==> config.mk <==
export PLATFORM = sky130hd
export DESIGN_NAME = line_follower_pd_steering
export DESIGN_NICKNAME = d
export VERILOG_FILES = /design/src/rtl/core/lfpd_pkg.sv /design/src/rtl/core/line_follower_pd_steering.sv
export SDC_FILE = /design/constraint.sdc
export NUM_CORES = 1
export LEC_CHECK = 0
export ABC_AREA = 1
export CORE_ASPECT_RATIO = 2
export CORE_UTILIZATION = 40
export CTS_BUF_LIST = sky130_fd_sc_hd__clkbuf_2 sky130_fd_sc_hd__clkbuf_4 sky130_fd_sc_hd__clkbuf_8
export DETAILED_ROUTE_END_ITERATION = 12
export DONT_BUFFER_PORTS = 1
export PLACE_DENSITY = 0.55
export SETUP_SLACK_MARGIN = 0.2
export SLEW_MARGIN = 20
export SYNTH_ARGS = -nofsm -noshare
export SYNTH_HDL_FRONTEND = slang
export SYNTH_SLANG_ARGS = --single-unit
==> constraint.sdc <==
create_clock -name clk_i -period 28.7 [get_ports clk_i]
set_clock_uncertainty 0.2 [all_clocks]
set_input_delay 2.87 -clock clk_i [delete_from_list [all_inputs] [get_ports clk_i]]
set_output_delay 2.87 -clock clk_i [all_outputs]
set_load 0.02 [all_outputs]
==> src/rtl/core/lfpd_pkg.sv <==
package lfpd_pkg;

  localparam int unsigned ThreshW = 10;
  localparam int unsigned GainW   = 12;
  localparam int unsigned SpeedW  = 8;
  localparam int unsigned TimeoutW = 16;
  localparam int unsigned PosW    = 11;
  localparam int unsigned TimeW   = 32;
  localparam int unsigned ErrW    = 12;
  localparam int unsigned CfgIdxW = 3;
  localparam int unsigned CfgDataW = 16;
  localparam int unsigned SumW    = 28;

  localparam logic signed [ErrW-1:0] CENTER_POSITION = 12'sd1000;
  localparam logic signed [ErrW-1:0] HALF_POSITION   = 12'sd500;

  localparam logic [SpeedW-1:0] SPEED_STRAIGHT  = 8'd85;
  localparam logic [SpeedW-1:0] SPEED_CORNER    = 8'd90;
  localparam logic [SpeedW-1:0] SPEED_SLANT_OUT = 8'd90;
  localparam logic [SpeedW-1:0] SPEED_SLANT_IN  = 8'd60;

  localparam logic [ThreshW-1:0]  RST_THRESH  = 10'd500;
  localparam logic [GainW-1:0]    RST_KP      = 12'd90;
  localparam logic [GainW-1:0]    RST_KD      = 12'd768;
  localparam logic [SpeedW-1:0]   RST_BASE    = 8'd85;
  localparam logic [SpeedW-1:0]   RST_CEIL    = 8'd200;
  localparam logic [TimeoutW-1:0] RST_TIMEOUT = 16'd350;

  typedef enum logic [2:0] {
    CASE_NORMAL   = 3'd0,
    CASE_DASHED   = 3'd1,
    CASE_SLANT_L  = 3'd2,
    CASE_SLANT_R  = 3'd3,
    CASE_CORNER_L = 3'd4,
    CASE_CORNER_R = 3'd5
  } track_case_e;

  typedef enum logic [CfgIdxW-1:0] {
    REG_THRESH_L = 3'd0,
    REG_THRESH_C = 3'd1,
    REG_THRESH_R = 3'd2,
    REG_KP       = 3'd3,
    REG_KD       = 3'd4,
    REG_BASE     = 3'd5,
    REG_CEIL     = 3'd6,
    REG_TIMEOUT  = 3'd7
  } cfg_reg_e;

endpackage

==> src/rtl/core/line_follower_pd_steering.sv <==
// Each accepted input is held in the input register and moves on to the result register.
// Throughput: one item per cycle while out_stall_i is low; the input register and
// the result register let a new item enter while a finished result waits on out_stall_i.
// Reset (rst_ni low, asynchronous): pipeline empty, registers at their defaults,
// last error and last line time cleared to zero.
module line_follower_pd_steering
  import lfpd_pkg::*;
(
  input  logic                clk_i,
  input  logic                rst_ni,
  input  logic                cfg_valid_i,
  output logic                cfg_ready_o,
  input  logic [CfgIdxW-1:0]  cfg_index_i,
  input  logic [CfgDataW-1:0] cfg_data_i,
  input  logic                in_valid_i,
  output logic                in_stall_o,
  input  logic [ThreshW-1:0]  reading_left_i,
  input  logic [ThreshW-1:0]  reading_center_i,
  input  logic [ThreshW-1:0]  reading_right_i,
  input  logic [PosW-1:0]     line_position_i,
  input  logic [TimeW-1:0]    now_ms_i,
  output logic                out_valid_o,
  input  logic                out_stall_i,
  output logic [SpeedW-1:0]   left_speed_o,
  output logic                left_forward_o,
  output logic [SpeedW-1:0]   right_speed_o,
  output logic                right_forward_o,
  output logic [2:0]          track_case_o
);

  // configuration
  logic [ThreshW-1:0]  thl_q, thc_q, thr_q;
  logic [GainW-1:0]    kp_q, kd_q;
  logic [SpeedW-1:0]   base_q, ceil_q;
  logic [TimeoutW-1:0] timeout_q;

  assign cfg_ready_o = 1'b1;

  always_ff @(posedge clk_i or negedge rst_ni) begin
    if (!rst_ni) begin
      thl_q     <= RST_THRESH;
      thc_q     <= RST_THRESH;
      thr_q     <= RST_THRESH;
      kp_q      <= RST_KP;
      kd_q      <= RST_KD;
      base_q    <= RST_BASE;
      ceil_q    <= RST_CEIL;
      timeout_q <= RST_TIMEOUT;
    end else if (cfg_valid_i) begin
      unique case (cfg_reg_e'(cfg_index_i))
        REG_THRESH_L: thl_q     <= cfg_data_i[ThreshW-1:0];
        REG_THRESH_C: thc_q     <= cfg_data_i[ThreshW-1:0];
        REG_THRESH_R: thr_q     <= cfg_data_i[ThreshW-1:0];
        REG_KP:       kp_q      <= cfg_data_i[GainW-1:0];
        REG_KD:       kd_q      <= cfg_data_i[GainW-1:0];
        REG_BASE:     base_q    <= cfg_data_i[SpeedW-1:0];
        REG_CEIL:     ceil_q    <= cfg_data_i[SpeedW-1:0];
        REG_TIMEOUT:  timeout_q <= cfg_data_i[TimeoutW-1:0];
        default: ;
      endcase
    end
  end

  // input register
  logic               in_full_q;
  logic [ThreshW-1:0] rl_q, rc_q, rr_q;
  logic [PosW-1:0]    pos_q;
  logic [TimeW-1:0]   now_q;
  logic               advance;
  logic               in_accept;

  assign advance    = in_full_q && (!out_valid_o || !out_stall_i);
  assign in_stall_o = in_full_q && !advance;
  assign in_accept  = in_valid_i && !in_stall_o;

  always_ff @(posedge clk_i or negedge rst_ni) begin
    if (!rst_ni) begin
      in_full_q <= 1'b0;
    end else if (in_accept) begin
      in_full_q <= 1'b1;
    end else if (advance) begin
      in_full_q <= 1'b0;
    end
  end

  always_ff @(posedge clk_i) begin
    if (in_accept) begin
      rl_q  <= reading_left_i;
      rc_q  <= reading_center_i;
      rr_q  <= reading_right_i;
      pos_q <= line_position_i;
      now_q <= now_ms_i;
    end
  end

  // state
  logic signed [ErrW-1:0] last_err_q, last_err_d;
  logic [TimeW-1:0]       last_time_q;

  // decision logic
  logic                   bl, bc, br, toward_left, dashed;
  logic [TimeW-1:0]       elapsed;
  logic signed [ErrW-1:0] err;
  logic signed [ErrW:0]   diff;
  logic signed [GainW:0]  kp_s, kd_s;
  logic signed [24:0]     p_term;
  logic signed [25:0]     d_term;
  logic signed [17:0]     base_ext;
  logic signed [SumW-1:0] corr, sum_l, sum_r;

  logic [SpeedW-1:0] ls_d, rs_d;
  logic              lf_d, rf_d;
  track_case_e       tc_d;

  function automatic logic [SpeedW-1:0] pd_clamp(logic signed [SumW-1:0] s,
                                                 logic [SpeedW-1:0] ceiling);
    logic [SumW-10:0] whole;
    whole = s[SumW-2:8];
    if (s[SumW-1]) begin
      return '0;
    end else if (whole > (SumW-9)'(ceiling)) begin
      return ceiling;
    end else begin
      return whole[SpeedW-1:0];
    end
  endfunction

  always_comb begin
    bl          = rl_q > thl_q;
    bc          = rc_q > thc_q;
    br          = rr_q > thr_q;
    toward_left = (last_err_q <= 0);
    dashed      = !bl && !bc && !br;
    elapsed     = now_q - last_time_q;

    err      = $signed({1'b0, pos_q}) - CENTER_POSITION;
    diff     = {err[ErrW-1], err} - {last_err_q[ErrW-1], last_err_q};
    kp_s     = $signed({1'b0, kp_q});
    kd_s     = $signed({1'b0, kd_q});
    p_term   = kp_s * err;
    d_term   = kd_s * diff;
    base_ext = $signed({2'b00, base_q, 8'h00});
    corr     = SumW'(p_term) + SumW'(d_term);
    sum_l    = SumW'(base_ext) + corr;
    sum_r    = SumW'(base_ext) - corr;

    last_err_d = last_err_q;
    ls_d = SPEED_CORNER;
    rs_d = SPEED_CORNER;
    lf_d = 1'b1;
    rf_d = 1'b0;
    tc_d = CASE_NORMAL;

    if (dashed) begin
      tc_d = CASE_DASHED;
      if (elapsed < TimeW'(timeout_q)) begin
        ls_d = SPEED_STRAIGHT;
        rs_d = SPEED_STRAIGHT;
        rf_d = 1'b1;
      end else if (!toward_left) begin
        lf_d = 1'b0;
        rf_d = 1'b1;
      end
    end else if ((bl && br && toward_left) || (bl && !bc && !br)) begin
      tc_d       = CASE_CORNER_L;
      last_err_d = -CENTER_POSITION;
    end else if (br && (bl || !bc)) begin
      tc_d       = CASE_CORNER_R;
      last_err_d = CENTER_POSITION;
      lf_d       = 1'b0;
      rf_d       = 1'b1;
    end else if (bl) begin
      tc_d       = CASE_SLANT_L;
      last_err_d = -HALF_POSITION;
      ls_d       = SPEED_SLANT_OUT;
      rs_d       = SPEED_SLANT_IN;
      rf_d       = 1'b1;
    end else if (br) begin
      tc_d       = CASE_SLANT_R;
      last_err_d = HALF_POSITION;
      ls_d       = SPEED_SLANT_IN;
      rs_d       = SPEED_SLANT_OUT;
      rf_d       = 1'b1;
    end else if (rl_q < thl_q && rr_q < thr_q) begin
      last_err_d = '0;
      ls_d       = SPEED_STRAIGHT;
      rs_d       = SPEED_STRAIGHT;
      rf_d       = 1'b1;
    end else begin
      // a side reading sits exactly on its threshold: PD correction
      last_err_d = err;
      ls_d       = pd_clamp(sum_l, ceil_q);
      rs_d       = pd_clamp(sum_r, ceil_q);
      rf_d       = 1'b1;
    end
  end

  always_ff @(posedge clk_i or negedge rst_ni) begin
    if (!rst_ni) begin
      last_err_q  <= '0;
      last_time_q <= '0;
    end else if (advance) begin
      last_err_q <= last_err_d;
      if (!dashed) begin
        last_time_q <= now_q;
      end
    end
  end

  // result register
  logic              out_valid_q;
  logic [SpeedW-1:0] ls_q, rs_q;
  logic              lf_q, rf_q;
  track_case_e       tc_q;

  always_ff @(posedge clk_i or negedge rst_ni) begin
    if (!rst_ni) begin
      out_valid_q <= 1'b0;
    end else if (advance) begin
      out_valid_q <= 1'b1;
    end else if (!out_stall_i) begin
      out_valid_q <= 1'b0;
    end
  end

  always_ff @(posedge clk_i) begin
    if (advance) begin
      ls_q <= ls_d;
      rs_q <= rs_d;
      lf_q <= lf_d;
      rf_q <= rf_d;
      tc_q <= tc_d;
    end
  end

  assign out_valid_o     = out_valid_q;
  assign left_speed_o    = ls_q;
  assign right_speed_o   = rs_q;
  assign left_forward_o  = lf_q;
  assign right_forward_o = rf_q;
  assign track_case_o    = tc_q;

endmodule

==> results of run 1 <==
-- metal layers --
layer,vias up,track usage [%],wire length [µm]
met5,-,0,28
li1,9848,-,-
met1,10024,25.7,28000
met4,4,21.9,7870
met3,224,2.38,3060
met2,585,55.6,48100
-- worst max-delay path by stage --
stage               startpoint          endpoint  cells after the start
finish                pos_q[3]   left_speed_o[2]                     60
CTS                   pos_q[3]   left_speed_o[1]                     56
detailed placement    pos_q[3]   left_speed_o[2]                     60
floorplan             pos_q[3]  right_speed_o[2]                     60
global route          pos_q[3]  right_speed_o[0]                     60
global placement      pos_q[3]   left_speed_o[2]                     60
-- sequential cells by signal (all words and copies together), names as in the netlist --
name / flops
base_q: 8
ceil_q: 8
thc_q: 10
right_forward_o: 1
left_forward_o: 1
now_q: 32
rr_q: 10
thl_q: 10
timeout_q: 16
rc_q: 10
out_valid_o: 1
right_speed_o: 8
kp_q: 12
thr_q: 10
in_full_q: 1
kd_q: 12
pos_q: 11
last_err_q: 12
last_time_q: 32
rl_q: 10
left_speed_o: 8
track_case_o: 3
-- kinds of logic after synthesis --
kind of cell	synth area share, %
xor+xnor	1.69
other cells	0.0148
simple gates	20.7
fa+ha+maj	33.1
flops	24.4
compound gates	7.94
buf+inv	12.1
-- cell type report --
cell class	instances	area (µm²)	share of cell area [%]
Tap cell	792	991	3.69
Clock inverter	11	161	0.601
Sequential cell	226	6170	23.0
Multi-Input combinational cell	2164	16100	59.9
Timing Repair Buffer	11	82.6	0.307
Clock buffer	43	529	1.97
Antenna cell	3	7.51	0.0280
Inverter	753	2830	10.5
-- critical path: cells and delay by family, from the launching register on --
kind | cells | cell delay (ns)
compound gates | 7 | 1.12
xor+xnor | 3 | 1.34
fa+ha+maj | 11 | 5.29
buf+inv | 10 | 1.09
flops | 1 | 0.59
simple gates | 29 | 2.88
-- cells in the mapped netlist, drive strengths merged --
| library cell | count | area [µm²] |
|---|---|---|
| o21a | 6 | 45.0 |
| clkbuf | 59 | 221 |
| o31ai | 6 | 45.0 |
| nand3b | 9 | 80.1 |
| a211oi | 5 | 37.5 |
| a21boi | 3 | 22.5 |
| a22oi | 2 | 15.0 |
| xnor2 | 9 | 78.8 |
| buf | 4 | 23.8 |
| nor3 | 23 | 120 |
| nand3 | 95 | 515 |
| and3 | 2 | 12.5 |
| dfrtp | 95 | 2380 |
| a31oi | 7 | 43.8 |
| edfxtp | 94 | 2820 |
| clkinv | 6 | 22.5 |
| o211ai | 12 | 90.1 |
| a2111oi | 1 | 8.76 |
| nand2 | 772 | 2970 |
| xor2 | 39 | 349 |
| o221a | 1 | 11.3 |
| nand2b | 1 | 6.26 |
| or2 | 15 | 93.8 |
| a41oi | 2 | 17.5 |
| ha | 260 | 3250 |
| o21bai | 8 | 71.3 |
| inv | 747 | 2800 |
| o21ai | 176 | 881 |
| a221oi | 1 | 8.76 |
| nor4 | 7 | 43.8 |
| nor2 | 259 | 1070 |
| fa | 256 | 5120 |
| nand4 | 50 | 334 |
| a21oi | 126 | 638 |
| and2 | 1 | 6.26 |
| o41ai | 1 | 8.76 |
| a221o | 1 | 10.0 |
| o221ai | 3 | 26.3 |
| a21o | 4 | 30.0 |
| dfstp | 37 | 972 |
| conb | 1 | 3.75 |
-- stage by stage --
step / hold WS, ns / instances / worst slack, ns / area [µm²]
detailed placement: 0.262 / 3946 / 15.99 / 26200
global placement: 0.252 / 3946 / 16.22 / 26200
global route: 0.309 / 4002 / 15.17 / 26900
finish: 0.277 / 4003 / 15.95 / 26900
CTS: 0.285 / 4000 / 15.97 / 26800
floorplan: 0.233 / 3206 / 18.08 / 25300
-- layout by cell type (no fill, tap or decap), types with 11 or more instances in the layout --
cell and instances:
a21oi_1 123, buf_4 11, clkbuf_8 33, dfrtp_1 95, dfstp_2 37, edfxtp_1 94, fa_1 256, ha_1 260
inv_1 729, inv_2 17, nand2_1 749, nand2_2 20, nand3_1 90, nand4_1 48, nor2_1 242, nor3_1 21
o211ai_1 12, o21ai_0 173, or2_2 15, xor2_1 37
==> impl_metrics.tcl, run 1 <==
set metrics [dict create \
    path_max_fanout 13 \
    cts_setup_buffers 0 \
    netlist-cell-type-count 59 \
    syn-instance-count 3206 \
    htree_levels 1 \
    syn-cell-area_mm2 0.0253 \
    ctsHoldBuffers 0 \
    hold_path_class "flip-flop to flip-flop" \
    cp.arrival_ns 12.94 \
    antenna_found_initial 5 \
    portBuffers 0 \
    fp.dieW_um 180 \
    maxCapViolCount 0 \
    r2r_slack_ns 15.95 \
    startpoint_type "flip-flop" \
    hp-start "in_full_q" \
    die-area_mm2 0.0644 \
    fillers 6416 \
    root_buffer "clkbuf_8" \
    yosysSeqAreaShare_pct 24.4 \
    initial_utilization_pct 40.4 \
    syn_area_per_cell_um2 7.90 \
    critical-path-slowest-cell "xor2_1" \
    synth_fp_nets 3819 \
    slew_viol_final 0 \
    fin_nets 3798 \
    ctsLongestPathBuffers 3 \
    areaGrowthSynthToFinish_pct 6.10 \
    ant_nets 0 \
    setup_viol 0 \
    period_minus_slack_ns 12.75 \
    synth.ff_latch_count 226 \
    fin_crit_sh_pct 44.4 \
    outcome "finished clean" \
    grt_pass1_vias 22406 \
    rsz0062_at_grt "false" \
    clk_pin_slew_ns 0.08 \
    fmax_ghz 0.0784 \
    slowest_delay_ns 0.75 \
    cts_repair_resize_count 0 \
    grt_max_degree 133 \
    clk_latency_ns 0.64 \
    route.detailed.wl_per_inst_um 21.7 \
    cts_sinks 226 \
    rows 130 \
    grt_pass1_wl_mm 132 \
    cts_tree "built" \
    r2r_end "left_speed_o[2]" \
    max_slew_margin_pct 27.3 \
    io_pins 121 \
    vias_per_cell 5.17 \
    vias 20685 \
    hold_depth 2 \
    die_h_um 358 \
    first_pass_iters 5 \
    grt_usage_pct 27.9 \
    drive_above_1_share_pct 5.92 \
    crit_required_ns 28.88 \
    critPathCaptureType "flip-flop" \
    worst_path_most_repeated_cell "nand2_1" \
    drc 0 \
    gp_congestion 0.982 \
    reg2reg_from "pos_q[3]" \
    holdPathEnd "out_valid_o" \
    crit_type "flip-flop to flip-flop" \
    finish.utilization_pct 42.9 \
    core_area_mm2 0.0626 \
    hold_viol_final 0 \
    ys_warn_count 0 \
    worstRegToRegCells 60 \
    drt-total-wl_mm 87.1 \
    cts_buffers 29 \
    drtIter0Drc 1107 \
    fin_tns_setup_ns 0 \
    hpwlAfterDp_mm 74.0 \
    worstMarginPinSlew_ns 1.08 \
    overflow 0 \
]
Power of run 1 is left out: the tool's default activity adds up to more than one toggle a clock period on the data nets, which glitch-free logic cannot reach.
==> run 2, diff against run 1 <==
- clock period: 28.7 -> 13.4 ns (I/O delays scaled with it)
==> run 2 against run 1 <==
  * Wire length is essentially flat
  * Flip-flop and latch count did not move
  * Global-route usage fell by 0.25 points
  * First-iteration DRC count rose by 7.9%
  * Worst setup slack got worse by 15 ns
  * Critical endpoint unchanged
  * Design area hardly changed
==> impl_metrics.tcl, run 2 (synthesis results as in run 1) <==
set metrics [dict create \
    cts_tree "built" \
    fp.dieW_um 180 \
    reg2reg_from "pos_q[3]" \
    rsz0062_at_grt "false" \
    cts_setup_buffers 0 \
    setup_viol 0 \
    hold_viol_final 0 \
    drc 0 \
    fmax_ghz 0.0823 \
    worstRegToRegCells 61 \
    worstMarginPinSlew_ns 1.06 \
    outcome "finished clean" \
    drt-total-wl_mm 87.1 \
    multiInputGateArea_mm2 0.0161 \
    clk_pin_slew_ns 0.09 \
    slowest_delay_ns 0.60 \
    ctsHoldBuffers 0 \
    core_area_mm2 0.0626 \
    ctsLongestPathBuffers 3 \
    worst_path_most_repeated_cell "nand2_1" \
    reg_top3 "last_time_q x32, now_q x32, timeout_q x16" \
    vias_per_cell 5.21 \
    drive_above_1_share_pct 5.98 \
    r2r_slack_ns 1.26 \
    portBuffers 0 \
    antenna_found_initial 10 \
    ant_nets 0 \
    crit_required_ns 13.58 \
    die-area_mm2 0.0644 \
    gp_congestion 1.00 \
    fin_crit_sh_pct 90.6 \
    critPathCaptureType "flip-flop" \
    initial_utilization_pct 40.4 \
    timing.hold.ws_ns 0.208 \
    grt_pass1_wl_mm 131 \
    r2r_end "left_speed_o[2]" \
    cts_repair_resize_count 0 \
    rows 130 \
    htree_levels 1 \
    final_common_cell "nand2_1" \
    vias 20880 \
    fillers 6338 \
    fin_nets 3801 \
    grt_pass1_vias 22359 \
    startpoint_type "flip-flop" \
    grt_usage_pct 27.6 \
    grt_max_degree 133 \
    regArea_mm2 0.00617 \
    critical-path-slowest-cell "edfxtp_1" \
    clk_latency_ns 0.63 \
    cp.arrival_ns 12.32 \
    route.detailed.wl_per_inst_um 21.7 \
    path_max_fanout 13 \
    drtIter0Drc 1194 \
    slew_viol_final 0 \
    crit_type "flip-flop to flip-flop" \
    cts_sinks 226 \
    period_minus_slack_ns 12.14 \
    areaGrowthSynthToFinish_pct 6.15 \
    hold_path_class "input pin to async pin" \
    fin_tns_setup_ns 0 \
    max_slew_margin_pct 28.9 \
    first_pass_iters 6 \
    hpwlAfterDp_mm 74.9 \
    die_h_um 358 \
    layout_common_cells "nand2_1, inv_1, ha_1" \
    io_pins 121 \
    overflow 0 \
    cts_buffers 28 \
    maxCapViolCount 0 \
    root_buffer "clkbuf_8" \
]
## run 2: changes by cell type in the layout (fill, tap and decap cells not counted), sizes merged
| cell | delta |
|---|---|
| bufinv | +1 |
| clkinvlp | +1 |
| clkbuf | -10 |
| diode | +4 |
| buf | +4 |
| clkinv | +6 |
## run 2: final cells by class
type                       count  area share [%]
multi-input combinational   2164            59.8
sequential                   226            23.0
inverter                     753            10.5
tap                          792            3.69
clock buffer                  33            1.60
clock inverter                19           0.903
timing repair buffer          15           0.419
antenna                        7          0.0652
## run 2: how the worst max path moves through the flow
stage	from	to	slack, ns	cells past startpoint
floorplan	pos_q[3]	right_speed_o[2]	2.78	60
global placement	pos_q[3]	left_speed_o[2]	1.51	61
detailed placement	pos_q[3]	left_speed_o[2]	1.37	61
CTS	pos_q[3]	left_speed_o[2]	1.31	61
global route	pos_q[3]	left_speed_o[2]	0.54	61
finish	pos_q[3]	left_speed_o[2]	1.26	61
## run 2: through the flow
step / util [%] / cells / setup slack (ns) / cell area, µm²
floorplan: - / 3206 / 2.78 / 25300
global placement: 41.8 / 3950 / 1.51 / 26200
detailed placement: 41.8 / 3950 / 1.37 / 26200
CTS: 42.9 / 4002 / 1.31 / 26900
global route: 42.9 / 4005 / 0.536 / 26900
finish: 42.9 / 4009 / 1.26 / 26900
## run 2: worst max-delay path, delay by kind of cell, from the launching register on
family | cells | cell delay, ns
XOR/XNOR | 2 | 0.43
AO/OA/AOI/OAI | 8 | 1.76
flip-flops | 1 | 0.60
adder cells (fa/ha/maj) | 11 | 4.78
AND/OR/NAND/NOR | 30 | 3.05
buffers and inverters | 10 | 1.05
## run 2: per-layer routing
layer	global-route usage [%]	up-vias	wire [µm]
li1	-	9864	-
met1	24.1	10108	26900
met2	55.2	655	47900
met3	3.28	247	3630
met4	23.6	6	8620
met5	0	-	43
Power of run 2 is left out for the same reason.
==> run 3, diff against run 2 <==
- ABC_AREA: 1 -> default
- REMOVE_ABC_BUFFERS: default -> 1
==> run 3 against run 2 <==
  * Synthesized area is 1.5% lower
  * First-iteration DRC count decreased by 32%
  * Sequential share of layout area rose by 0.18 points
  * Flip-flop and latch count unchanged
==> impl_metrics.tcl, run 3 <==
set metrics [dict create \
    outcome "finished clean" \
    slowest_delay_ns 0.73 \
    ys_warn_count 0 \
    drt-total-wl_mm 77.7 \
    syn_area_per_cell_um2 9.58 \
    die-area_mm2 0.0634 \
    root_buffer "clkbuf_8" \
    slew_viol_final 0 \
    gp_congestion 0.938 \
    antenna_found_initial 8 \
    startpoint_type "flip-flop" \
    r2r_slack_ns 0.94 \
    core_area_mm2 0.0618 \
    final_common_cell "inv_1" \
    portBuffers 0 \
    die_h_um 355 \
    layout_common_cells "inv_1, ha_1, fa_1" \
    yosysSeqAreaShare_pct 24.7 \
    vias 18627 \
    ctsHoldBuffers 0 \
    ctsLongestPathBuffers 3 \
    critical_path.startpoint "pos_q[3]" \
    overflow 0 \
    synth_top_area_share_pct 20.5 \
    grtUsageMet2_pct 48.3 \
    drive_above_1_share_pct 11.1 \
    hold_path_class "input pin to async pin" \
    fmax_ghz 0.0802 \
    drtIter0Drc 807 \
    grt_pass1_vias 20396 \
    netlist-cell-type-count 102 \
    synthFlopType "dfrtp_1" \
    setup_viol 0 \
    ys_top_cells_by_area "fa_1, ha_1, edfxtp_1, dfrtp_1, inv_1" \
    fin_crit_sh_pct 93.0 \
    vias_per_cell 5.48 \
    drc 0 \
    cts_sinks 226 \
    syn-cell-area_mm2 0.0249 \
    rsz0062_at_grt "false" \
    synth_edf_count 94 \
    reg2reg_from "pos_q[3]" \
    critPathCaptureType "flip-flop" \
    grt_usage_pct 25.5 \
    fp.dieW_um 179 \
    syn-instance-count 2602 \
    yosysMostFrequentCell "inv_1" \
    maxCapViolCount 0 \
    hpwlAfterDp_mm 63.5 \
    ant_nets 0 \
    timing.hold.ws_ns 0.243 \
    critical-path-slowest-cell "fa_1" \
    use_met3_pct 3.03 \
    cp.arrival_ns 12.62 \
    path_max_fanout 13 \
    cts_setup_buffers 0 \
    cts_buffers 38 \
    yosys.area.top_type "fa_1" \
    ys_top_cells_by_count "inv_1, ha_1, fa_1, nand2_1, nor2_1" \
    fin_nets 3194 \
    fin_tns_setup_ns 0 \
    grt.busiest_layer "met2" \
    use_met1_pct 24.7 \
    cts_repair_resize_count 0 \
    initial_utilization_pct 40.3 \
    clk_latency_ns 0.59 \
    first_pass_iters 5 \
    synth.ff_latch_count 226 \
    async_flop_share_pct 58.4 \
    hold_viol_final 0 \
    route.detailed.wl_per_inst_um 22.9 \
    cts_tree "built" \
    reg_top3 "last_time_q x32, now_q x32, timeout_q x16" \
    htree_levels 2 \
    max_slew_margin_pct 28.5 \
    rows 129 \
    worstMarginPinSlew_ns 1.07 \
    clk_pin_slew_ns 0.07 \
    worst_path_most_repeated_cell "fa_1" \
    crit_type "flip-flop to flip-flop" \
    period_minus_slack_ns 12.46 \
    crit_required_ns 13.55 \
    io_pins 121 \
    areaGrowthSynthToFinish_pct 6.92 \
    grt_max_degree 133 \
    grt_pass1_wl_mm 119 \
]
-- run 3: layer usage --
| metal | routed length, µm | part of all wire [%] | up-vias |
|---|---|---|---|
| li1 | - | - | 8533 |
| met1 | 25500 | 33 | 9403 |
| met2 | 42800 | 55 | 471 |
| met3 | 2640 | 3.4 | 214 |
| met4 | 6690 | 8.6 | 6 |
| met5 | 41 | 0.053 | - |
-- run 3: kinds of logic after synthesis --
| kind of cell | after synthesis | share of synthesized area, % |
|---|---|---|
| compound gates | 404 | 11.7 |
| xor+xnor | 58 | 2.07 |
| fa+ha+maj | 516 | 33.6 |
| buf+inv | 572 | 8.73 |
| flops | 226 | 24.7 |
| mux | 107 | 4.77 |
| other cells | 1 | 0.0150 |
| simple gates | 718 | 14.4 |
-- run 3: layout make-up --
cell class	instances	area, µm²
Clock buffer	47	603
Sequential cell	226	6170
Inverter	484	1820
Antenna cell	3	7.51
Timing Repair Buffer	27	203
Clock inverter	23	239
Fill cell	6022	35200
Tap cell	786	983
Multi-Input combinational cell	1804	16600
-- run 3: through the flow --
step                      worst slack, ns  std cells  instance area, µm²  util (%)
after floorplan                      2.15       2514               24600         -
after CTS                           0.862       3397               26600      43.1
after detailed placement            0.844       3327               25800      41.7
after global routing                0.208       3398               26700      43.1
final                               0.935       3400               26700      43.1
after global placement              0.993       3327               25800      41.7
-- run 3: worst max-delay path, delay by kind of cell, from the launching register on --
| kind | cells | cell delay [ns] |
|---|---|---|
| adders and majority gates | 12 | 5.70 |
| AOI/OAI and AO/OA | 20 | 3.88 |
| xor gates and xnor gates | 1 | 0.25 |
| buffers and inverters | 7 | 0.92 |
| and+or+nand+nor | 3 | 0.71 |
| DFF | 1 | 0.33 |
| muxes | 1 | 0.20 |
-- run 3: path summary, 6_finish.rpt --
path                       depth (start not counted)               to
min reg2reg                                        2   last_err_q[11]
max                                               44  left_speed_o[0]
max in group asynchronous                          0        ceil_q[3]
min                                                0          kd_q[1]
max reg2reg                                       44  left_speed_o[0]
min in group clk_i                                 2   last_err_q[11]
Power of run 3 is left out for the same reason.
